File: src/lpfd_pkg.sv
// ----------------------------------------------------------------------------
// lpfd_pkg: shared types and constants of the length-prefixed deframer
// Result record, result kind and error codes, and the CRC-16/ARC byte update.
// ----------------------------------------------------------------------------
`default_nettype none

package lpfd_pkg;

  // configuration register indexes
  localparam int unsigned CFG_IDX_W = 2;
  localparam logic [CFG_IDX_W-1:0] CFG_MAX_FRAME_LENGTH = 2'd0;
  localparam logic [CFG_IDX_W-1:0] CFG_CHECK_CRC        = 2'd1;

  localparam logic [31:0] MAX_FRAME_LENGTH_RST = 32'd65536;
  localparam logic [31:0] MIN_FRAME_LENGTH     = 32'd7;
  localparam logic [7:0]  NAME_TERMINATOR      = 8'h00;
  localparam logic [15:0] CRC_POLY_REFL        = 16'hA001;

  // result kinds
  localparam logic [1:0] KIND_NAME   = 2'd0;
  localparam logic [1:0] KIND_BODY   = 2'd1;
  localparam logic [1:0] KIND_ACCEPT = 2'd2;
  localparam logic [1:0] KIND_REJECT = 2'd3;

  // error codes
  localparam logic [2:0] ERR_NONE      = 3'd0;
  localparam logic [2:0] ERR_TOO_LONG  = 3'd1;
  localparam logic [2:0] ERR_TOO_SHORT = 3'd2;
  localparam logic [2:0] ERR_NAME      = 3'd3;
  localparam logic [2:0] ERR_CRC       = 3'd4;

  typedef struct packed {
    logic [1:0] kind;
    logic [7:0] data;
    logic [2:0] err;
    logic       frame_end;
  } result_t;

  // CRC-16/ARC, reflected, one byte per call
  function automatic logic [15:0] crc_arc_update(input logic [15:0] crc,
                                                 input logic [7:0] b);
    logic [15:0] c;
    c = crc ^ {8'h00, b};
    for (int k = 0; k < 8; k++) begin
      if (c[0]) begin
        c = (c >> 1) ^ CRC_POLY_REFL;
      end else begin
        c = c >> 1;
      end
    end
    return c;
  endfunction

endpackage

`default_nettype wire

File: src/length_prefixed_frame_deframer.sv
// ----------------------------------------------------------------------------
// length_prefixed_frame_deframer: byte-stream deframer with CRC-16/ARC check
// Parses length / name / body / checksum frames and reports each content
// byte and the accept or reject verdict of every frame.
// ----------------------------------------------------------------------------
// The block takes one byte per clock cycle and produces at most one result
// per byte. The whole per-byte step (CRC-16/ARC byte update, length assembly
// and the 32-bit position and limit compares) completes in the cycle the byte
// is accepted, and the result lands in a two-entry output buffer, so a byte
// enters in every cycle while the downstream side takes results; the input
// stalls only once both buffer entries hold results that are not yet taken.
// After any reject the block stays closed and drops bytes until reset.
`default_nettype none

module length_prefixed_frame_deframer (
  input  wire logic                           clk,
  input  wire logic                           rst,
  // byte input channel
  input  wire logic                           in_valid,
  output logic                                in_stall,
  input  wire logic [7:0]                     data_byte,
  // result channel
  output logic                                out_valid,
  input  wire logic                           out_stall,
  output logic [1:0]                          out_kind,
  output logic [7:0]                          out_byte,
  output logic [2:0]                          reject_code,
  output logic                                frame_end,
  // configuration write channel
  input  wire logic                           cfg_valid,
  output logic                                cfg_ready,
  input  wire logic [lpfd_pkg::CFG_IDX_W-1:0] cfg_index,
  input  wire logic [31:0]                    cfg_data
);

  import lpfd_pkg::*;

  // parse phases
  localparam logic [2:0] PH_LENGTH = 3'd0;
  localparam logic [2:0] PH_NAME   = 3'd1;
  localparam logic [2:0] PH_BODY   = 3'd2;
  localparam logic [2:0] PH_CRC_LO = 3'd3;
  localparam logic [2:0] PH_CRC_HI = 3'd4;

  logic [31:0] max_frame_length;
  logic        check_crc;

  logic [2:0]  phase, phase_next;
  logic [31:0] byte_position, byte_position_next;
  logic [31:0] frame_length, frame_length_next;
  logic [15:0] running_crc, running_crc_next;
  logic [7:0]  crc_low_byte, crc_low_byte_next;
  logic        closed, closed_next;

  logic        res_valid;
  result_t     res;

  result_t     head, skid;
  logic        skid_valid;

  logic        take, produce, head_free;
  logic [15:0] crc_upd;
  logic [31:0] pos_inc;
  logic [31:0] len_full;
  logic [15:0] rx_crc;

  assign cfg_ready = 1'b1;
  assign in_stall  = skid_valid;
  assign take      = in_valid && !in_stall;
  assign produce   = take && res_valid;
  assign head_free = !out_valid || !out_stall;

  assign crc_upd  = crc_arc_update(running_crc, data_byte);
  assign pos_inc  = byte_position + 32'd1;
  assign len_full = {data_byte, frame_length[23:0]};
  assign rx_crc   = {data_byte, crc_low_byte};

  // configuration registers
  always_ff @(posedge clk) begin
    if (rst) begin
      max_frame_length <= MAX_FRAME_LENGTH_RST;
      check_crc        <= 1'b1;
    end else if (cfg_valid && cfg_ready) begin
      unique case (cfg_index)
        CFG_MAX_FRAME_LENGTH: max_frame_length <= cfg_data;
        CFG_CHECK_CRC:        check_crc        <= cfg_data[0];
        default:              ;
      endcase
    end
  end

  // per-byte parse step
  always_comb begin
    phase_next         = phase;
    byte_position_next = byte_position;
    frame_length_next  = frame_length;
    running_crc_next   = running_crc;
    crc_low_byte_next  = crc_low_byte;
    closed_next        = closed;
    res_valid          = 1'b0;
    res                = '{kind: KIND_NAME, data: 8'h00, err: ERR_NONE, frame_end: 1'b0};

    if (!closed) begin
      unique case (phase)
        PH_LENGTH: begin
          running_crc_next   = crc_upd;
          byte_position_next = pos_inc;
          unique case (byte_position[1:0])
            2'd0: frame_length_next = {frame_length[31:8], data_byte};
            2'd1: frame_length_next = {frame_length[31:16], data_byte, frame_length[7:0]};
            2'd2: frame_length_next = {frame_length[31:24], data_byte, frame_length[15:0]};
            default: frame_length_next = len_full;
          endcase
          if (byte_position[1:0] == 2'd3) begin
            if (len_full > max_frame_length) begin
              res_valid   = 1'b1;
              res         = '{kind: KIND_REJECT, data: 8'h00, err: ERR_TOO_LONG,
                              frame_end: 1'b1};
              closed_next = 1'b1;
            end else if (len_full < MIN_FRAME_LENGTH) begin
              res_valid   = 1'b1;
              res         = '{kind: KIND_REJECT, data: 8'h00, err: ERR_TOO_SHORT,
                              frame_end: 1'b1};
              closed_next = 1'b1;
            end else begin
              phase_next = PH_NAME;
            end
          end
        end

        PH_NAME: begin
          running_crc_next = crc_upd;
          if (data_byte == NAME_TERMINATOR) begin
            byte_position_next = pos_inc;
            phase_next = (pos_inc == frame_length - 32'd2) ? PH_CRC_LO : PH_BODY;
          end else if (byte_position == frame_length - 32'd3) begin
            // name fills its region with no terminator
            res_valid   = 1'b1;
            res         = '{kind: KIND_REJECT, data: 8'h00, err: ERR_NAME, frame_end: 1'b1};
            closed_next = 1'b1;
          end else begin
            byte_position_next = pos_inc;
            res_valid = 1'b1;
            res       = '{kind: KIND_NAME, data: data_byte, err: ERR_NONE, frame_end: 1'b0};
          end
        end

        PH_BODY: begin
          running_crc_next   = crc_upd;
          byte_position_next = pos_inc;
          if (pos_inc == frame_length - 32'd2) begin
            phase_next = PH_CRC_LO;
          end
          res_valid = 1'b1;
          res       = '{kind: KIND_BODY, data: data_byte, err: ERR_NONE, frame_end: 1'b0};
        end

        PH_CRC_LO: begin
          crc_low_byte_next  = data_byte;
          byte_position_next = pos_inc;
          phase_next         = PH_CRC_HI;
        end

        PH_CRC_HI: begin
          res_valid = 1'b1;
          if (check_crc && (rx_crc != running_crc)) begin
            res         = '{kind: KIND_REJECT, data: 8'h00, err: ERR_CRC, frame_end: 1'b1};
            closed_next = 1'b1;
          end else begin
            res                = '{kind: KIND_ACCEPT, data: 8'h00, err: ERR_NONE,
                                   frame_end: 1'b1};
            phase_next         = PH_LENGTH;
            byte_position_next = '0;
            frame_length_next  = '0;
            running_crc_next   = '0;
            crc_low_byte_next  = '0;
          end
        end

        default: begin
          phase_next         = PH_LENGTH;
          byte_position_next = '0;
          frame_length_next  = '0;
          running_crc_next   = '0;
          crc_low_byte_next  = '0;
        end
      endcase
    end
  end

  // parser state
  always_ff @(posedge clk) begin
    if (rst) begin
      phase         <= PH_LENGTH;
      byte_position <= '0;
      frame_length  <= '0;
      running_crc   <= '0;
      crc_low_byte  <= '0;
      closed        <= 1'b0;
    end else if (take) begin
      phase         <= phase_next;
      byte_position <= byte_position_next;
      frame_length  <= frame_length_next;
      running_crc   <= running_crc_next;
      crc_low_byte  <= crc_low_byte_next;
      closed        <= closed_next;
    end
  end

  // two-entry result buffer: head drives the ports, skid catches overflow
  always_ff @(posedge clk) begin
    if (rst) begin
      out_valid  <= 1'b0;
      skid_valid <= 1'b0;
    end else if (head_free) begin
      if (skid_valid) begin
        out_valid  <= 1'b1;
        skid_valid <= 1'b0;
      end else begin
        out_valid <= produce;
      end
    end else if (produce) begin
      skid_valid <= 1'b1;
    end
  end

  always_ff @(posedge clk) begin
    if (head_free) begin
      if (skid_valid) begin
        head <= skid;
      end else if (produce) begin
        head <= res;
      end
    end else if (produce) begin
      skid <= res;
    end
  end

  assign out_kind    = head.kind;
  assign out_byte    = head.data;
  assign reject_code = head.err;
  assign frame_end   = head.frame_end;

  // checks
  a_skid_behind_head: assert property (@(posedge clk) disable iff (rst)
    skid_valid |-> out_valid)
    else $error("skid entry held while head entry empty");

  a_closed_after_reject: assert property (@(posedge clk) disable iff (rst)
    (produce && res.kind == KIND_REJECT) |=> closed)
    else $error("stream not closed after a reject");

  a_end_marks_verdict: assert property (@(posedge clk) disable iff (rst)
    out_valid |-> (frame_end == (out_kind == KIND_ACCEPT || out_kind == KIND_REJECT)))
    else $error("frame_end does not match result kind");

  a_no_result_when_closed: assert property (@(posedge clk) disable iff (rst)
    closed |-> !produce)
    else $error("result produced while stream closed");

endmodule

`default_nettype wire
File: config.mk
export PLATFORM = sky130hd
export DESIGN_NAME = length_prefixed_frame_deframer
export DESIGN_NICKNAME = d
export VERILOG_FILES = /design/src/lpfd_pkg.sv /design/src/length_prefixed_frame_deframer.sv
export SDC_FILE = /design/constraint.sdc
export NUM_CORES = 1
export LEC_CHECK = 0
export BUFFER_PORTS_ARGS = -buffer_cell sky130_fd_sc_hd__buf_2
export CORE_MARGIN = 2
export CORE_UTILIZATION = 55
export DETAILED_ROUTE_END_ITERATION = 10
export MAX_ROUTING_LAYER = met4
export PLACE_DENSITY = 0.81
export SYNTH_ARGS = -nofsm -noshare
export SYNTH_HDL_FRONTEND = slang
export SYNTH_SLANG_ARGS = --single-unit
export TNS_END_PERCENT = 100
File: constraint.sdc
create_clock -name clk -period 9.23 [get_ports clk]
set_clock_uncertainty 0.2 [all_clocks]
set_input_delay 1.846 -clock clk [delete_from_list [all_inputs] [get_ports clk]]
set_output_delay 1.846 -clock clk [all_outputs]
set_load 0.01 [all_outputs]
After elaboration in Yosys (flattened, before gate mapping)

Cells that the tools add are included.
Widths: inputs -> output; s select.

Memories: 0
Logic and storage cells: 141
Register bits after elaboration: 155
Latch bits: 0
Memory bits (read-only): 0
Output and inout port bits: 17
Memory bits (writable): 0

Bitwise gates (word level): 14
Add/subtract/negate cells: 3
Muxes and demuxes: 48
$lt $le $gt $ge: 2
Reductions and logical operators: 29
Shifts and indexed selects: 0
Multipliers: 0
Divide/modulo/power cells: 0
Equality and inequality tests: 24

Operator list:

| cell                  | number |
|---|---|
| $pmux 32 s3           | 3 |
| $mux 16               | 9 |
| $mux 14               | 8 |
| $mux 32               | 3 |
| $eq 32x32->1          | 2 |
| $sub 32x2->32 const B | 2 |
| $pmux 14 s4           | 1 |
| $pmux 16 s3           | 1 |
| $add 32x1->32 const B | 1 |
| $gt 32x32->1          | 1 |
| $lt 32x3->1 const B   | 1 |
| $reduce_and 7->1      | 4 |
| $not 2->3             | 8 |
| $pmux 8 s3            | 1 |
| $mux 3                | 6 |
| $ne 2x2->1 const B    | 9 |
| $ne 16x16->1          | 1 |
| $xor 16x8->16         | 1 |
| $pmux 3 s5            | 1 |
| $mux 13               | 1 |
| $reduce_and 4->1      | 3 |
| $mux 1                | 11 |
| $reduce_or 3->1       | 3 |
| $logic_not 8->1       | 1 |
| other kinds (19)      | 38 |

Depth between registers and ports, before layout

Depth after elaboration: 18
Mapped depth: 13
Mapped depth without buffers: 10

Worst setup path before layout

Ideal clock, no wire load.

Path kind: input to register
Start: in data_byte[5]
End: reg head, in the netlist out_byte[0] (enable)
Arrival: 4312 ps
Setup slack: 4315 ps
Cell stages on the path: 9
Setup time: 403 ps
Required time: 8627 ps
Cell sequence: ha_1 nand4_1 nor3_1 a21oi_1 a41oi_1 a32oi_1 a21oi_1 o211ai_1 a21boi_0

Longest elaborated chain between the ends: 9
Elaborated cells on any way between the ends: 12
Classes of those cells: order compare (2); mux (6); reduce/logical (4)

Ends and longest elaborated chain:

| element                       | line                                  | text |
|---|---|---|
| start, declared               | length_prefixed_frame_deframer.sv:21  | `input wire logic [7:0] data_byte,` |
| $lt 32x3->1                   | length_prefixed_frame_deframer.sv:120 | `end else if (len_full < MIN_FRAME_LENGTH) begin` |
| $mux 1                        | length_prefixed_frame_deframer.sv:120 |  |
| $mux 1                        | length_prefixed_frame_deframer.sv:115 | `if (len_full > max_frame_length) begin` |
| $mux 1                        | length_prefixed_frame_deframer.sv:114 | `if (byte_position[1:0] == 2'd3) begin` |
| $pmux 1 s3 *                  | length_prefixed_frame_deframer.sv:104 | `unique case (phase)` |
| $mux 1 *                      | length_prefixed_frame_deframer.sv:103 | `if (!closed) begin` |
| $logic_and 1x1->1 *           | length_prefixed_frame_deframer.sv:70  | `assign produce = take && res_valid;` |
| $reduce_bool 2->1 (no line) * | --                                    |  |
| $reduce_and 2->1 (no line) *  | --                                    |  |
| end signal, assigned          | length_prefixed_frame_deframer.sv:230 | `head <= skid;` |
| end signal, assigned          | length_prefixed_frame_deframer.sv:232 | `head <= res;` |
| end, declared                 | length_prefixed_frame_deframer.sv:58  | `result_t head, skid;` |

Every way passes the cells marked *; elsewhere a longest branch is shown, timed or not.
A chain may end at the register's enable or synchronous reset.

Final worst setup path

Start: in data_byte[5]
End: reg head, in the netlist out_kind[0] (enable)

Same word-level chain as after synthesis.

==> qor.csv <==
stage,metric,value,unit
timing,"Hold Vio Cnt, Final",0,
finish,fin cells,1569,
cts,clock-pin slew on the worst setup and hold paths,70,ps
finish,# fillers,1664,
worst_setup_path,crit-path most repeated cell,a21oi_1,
timing,Max Fclk,197.8,MHz
logic_synthesis,Synth Warn #,0,
cts,buffer count from post-CTS setup fixing,0,
worst_setup_path,worst r2r path cells,9,
cts,clk_lat worst skew,430,ps
logic_synthesis,Cells after Synth,1329,
logic_synthesis,ys flop type,dfxtp_1,
worst_setup_path,Crit. End Element,flip-flop,
finish,layout cells sized above 1,0.09588,
worst_setup_path,slowest cell delay on critical path,930,ps
cts,CTS tree,built,
status,status,"finished, final reports clean",
timing,max-slew violations,0,
placed_design,pre-CTS WS,3834,ps
worst_setup_path,Worst Path Required,9070,ps
logic_synthesis,post-synthesis xor/xnor area fraction,0.1191,
cts,Post-CTS Resized,0,
detailed_routing,Antenna Nets Post-Route,0,
min_path,Hold Crit Class,flip-flop to flip-flop,
detailed_routing,vias,10120,
logic_synthesis,asr flop ratio synth,0,
logic_synthesis,post-synthesis sequential area ratio,0.3181,
global_route,largest net degree at the start of global routing,90,
flow_run,Max Cap Viol,0,
timing,endpoints failing setup,0,
worst_setup_path,"Data arrival, critical path",4890,ps
logic_synthesis,Simple-Gate Fraction of Synth Area,0.2811,
detailed_routing,drt drc,0,
floorplan,I/O pin total,64,
detailed_routing,DR iter-0 viols,1058,
floorplan,Die Y,141.8,µm
finish,"commonest non-fill, non-tap cell in the layout",nand2_1,
worst_setup_path,WS Path Type,primary input to flip-flop,
power,peak supply drop,0.1449,mV
global_route,first-pass GRT wire length,50050,µm
global_route,vias in the first global route,9390,
cts,Num Clock Sinks,153,
finish,multi-input logic area,6514,µm²
timing,actual slew at the worst max-slew pin,1155,ps
logic_synthesis,Post-synth EDFFs,26,
finish,antenna diode count,0,
detailed_routing,final wirelength,31010,µm
finish,FF/Latch Area,3323,µm²
cts,clk buf depth,2,
logic_synthesis,synthesized area,10450,µm²
worst_setup_path,"slowest stage cell, crit path",a21boi_1,
timing,post-route minimum period,5056,ps
placed_design,Port Buffer Count,62,
cts,"Hold-fix buffers, CTS",0,
floorplan,DIE AREA,20110,µm²
finish,P&R area growth vs syn,8.193,%
logic_synthesis,combinational family with the most area after synthesis,simple AND/OR/NAND/NOR gates,
finish,Post-Route Utilization,0.6062,
cts,htree depth,4,
logic_synthesis,flop and latch count out of synthesis,153,
global_route,initial antenna violation count,0,
detailed_routing,Wirelength per Cell,19.76,µm
timing,Setup TNS,0,ps
logic_synthesis,Post-Syn Nets,1415,
floorplan,Chip Width,141.8,µm
logic_synthesis,syn avg cell area,7.860,µm²
worst_setup_path,crit-path cells,buf_2 -> ha_1 -> nand4_1 -> nor3_1 -> a21oi_1 -> a41oi_1 -> a32oi_1 -> a21oi_1 -> o211ai_1 -> a21boi_1,
power,LEAKAGE,4.216,nW
power,pwr/cell area,164.3,nW/µm²
timing,relative slew slack,0.2281,
floorplan,# rows,50,
worst_setup_path,WP buf/inv,1,
timing,setup slack after layout,4174,ps
worst_setup_path,critical-path maximum fanout,13,
timing,RSZ-0062 raised after global routing,no,
floorplan,area of the core,18640,µm²
placed_design,routability cong.,1.020,
placed_design,Placed Cells,1537,
worst_setup_path,crit start category,primary input,
cts,TritonCTS buffer count,17,
worst_setup_path,"delay-heaviest family, CP",compound AO/OA/AOI/OAI gates,
cts,clock root cell,clkbuf_16,
detailed_routing,Pre-antenna DRT Iters,6,
global_route,GR Util All Layers,0.3235,
global_route,grt ovf,0,
logic_synthesis,post-synthesis compound-gate area fraction,0.1674,
power,Overall Power,1.856,mW
detailed_routing,vias per cell,6.453,
logic_synthesis,adder-cell share of the synthesized area,0.04671,
timing,fin crit share,0.5478,
worst_setup_path,critical path depth in cells,10,
min_path,Hold Path Cell Cnt,2,
placed_design,dpl hpwl,22680,µm
logic_synthesis,mux contribution to synthesized area,0.007785,
logic_synthesis,Netlist cell types,75,
finish,"commonest cells after routing, fill and taps aside","167 x nand2_1, 127 x dfxtp_1, 101 x a21oi_1",
finish,NumNets Final,1408,
floorplan,initial core utilization,0.5603,
-- power by group --
group / switching [mW] / internal (mW) / leakage [nW]
Combinational: 0.263 / 0.180 / 2.63
Sequential: 0.0313 / 0.699 / 1.31
Clock: 0.321 / 0.363 / 0.276
-- registers in the layout, summed over array words and instances (netlist names) --
signal,cells
in_stall,1
byte_position,32
check_crc,1
skid,13
closed,1
reject_code,3
out_kind,2
out_valid,1
max_frame_length,32
running_crc,16
frame_length,32
crc_low_byte,8
phase,3
out_byte,8
-- layout make-up --
| cell class | instances | area share |
|---|---|---|
| clock buffer | 18 | 0.03886 |
| clock inverter | 14 | 0.01162 |
| inverter | 55 | 0.01827 |
| multi-input combinational | 1022 | 0.5763 |
| sequential | 153 | 0.2940 |
| tap | 234 | 0.02591 |
| timing repair buffer | 73 | 0.03498 |
-- synthesized netlist by cell type (6+ instances only) --
cell	n	area, µm²
or4_1	8	60.06
and3_1	17	106.4
mux2i_1	7	70.07
nand2_1	167	626.9
dfxtp_1	127	2542
or3_1	9	56.30
nor4_1	47	294.0
a211oi_1	11	82.58
a21o_1	7	52.55
a31oi_1	22	137.6
nor4b_1	13	113.9
clkbuf_1	82	307.8
o21ai_0	25	125.1
inv_1	55	206.5
nor2_1	94	352.8
xnor2_1	78	683.2
nor3b_1	8	60.06
ha_1	39	488.0
o21ai_1	14	70.07
and2_1	10	62.56
nand4_1	40	250.2
o211ai_1	13	97.59
buf_2	7	35.03
and4_1	9	78.83
a22oi_1	25	187.7
nand3_1	70	350.3
o31ai_1	15	112.6
xor2_1	46	402.9
nor3_1	44	220.2
edfxtp_1	26	780.8
xnor3_1	7	157.7
and4b_1	6	60.06
a21oi_1	101	505.5
-- metal layers --
layer / global-route usage / wire [µm] / up-vias
li1: - / - / 4793
met1: 0.4217 / 13300 / 4712
met2: 0.4997 / 14010 / 529
met3: 0.05467 / 2515 / 90
met4: 0.1353 / 1189 / 0
met5: - / 0 / -
-- worst reg2reg max path, delay by kind of cell, from the launching register on --
kind / cells / cell delay [ps]
compound gates: 4 / 1440
simple gates: 3 / 2120
fa+ha+maj: 1 / 290
buf+inv: 1 / 540
flops: 1 / 390
-- logic make-up after synthesis --
kind of cell / count (synthesis)
AND/OR/NAND/NOR: 571
AO/OA/AOI/OAI: 272
buffers and inverters: 154
flip-flops: 153
XOR/XNOR: 131
adder cells (fa/ha/maj): 39
multiplexers: 8
other: 1
-- worst paths after layout --
check / startpoint / to / slack (ps)
hold reg to reg: max_frame_length[4]$_SDFFE_PP0P_ / max_frame_length[4]$_SDFFE_PP0P_ / 250
setup / recovery: data_byte[5] / out_kind[0]$_DFFE_PP_ / 4170
setup reg to reg: frame_length[0]$_SDFFE_PP0P_ / byte_position[2]$_SDFFE_PP0P_ / 4180
hold / removal: max_frame_length[4]$_SDFFE_PP0P_ / max_frame_length[4]$_SDFFE_PP0P_ / 250
-- per-stage QoR --
stage,instance area [µm²],hold WS [ps]
detailed placement,10730,248.0
floorplan,10450,236.3
finish,11300,254.1
global route,11300,276.9
CTS,11300,258.3
global placement,10730,242.4
Note: power is estimated with default switching activity, not from simulation.
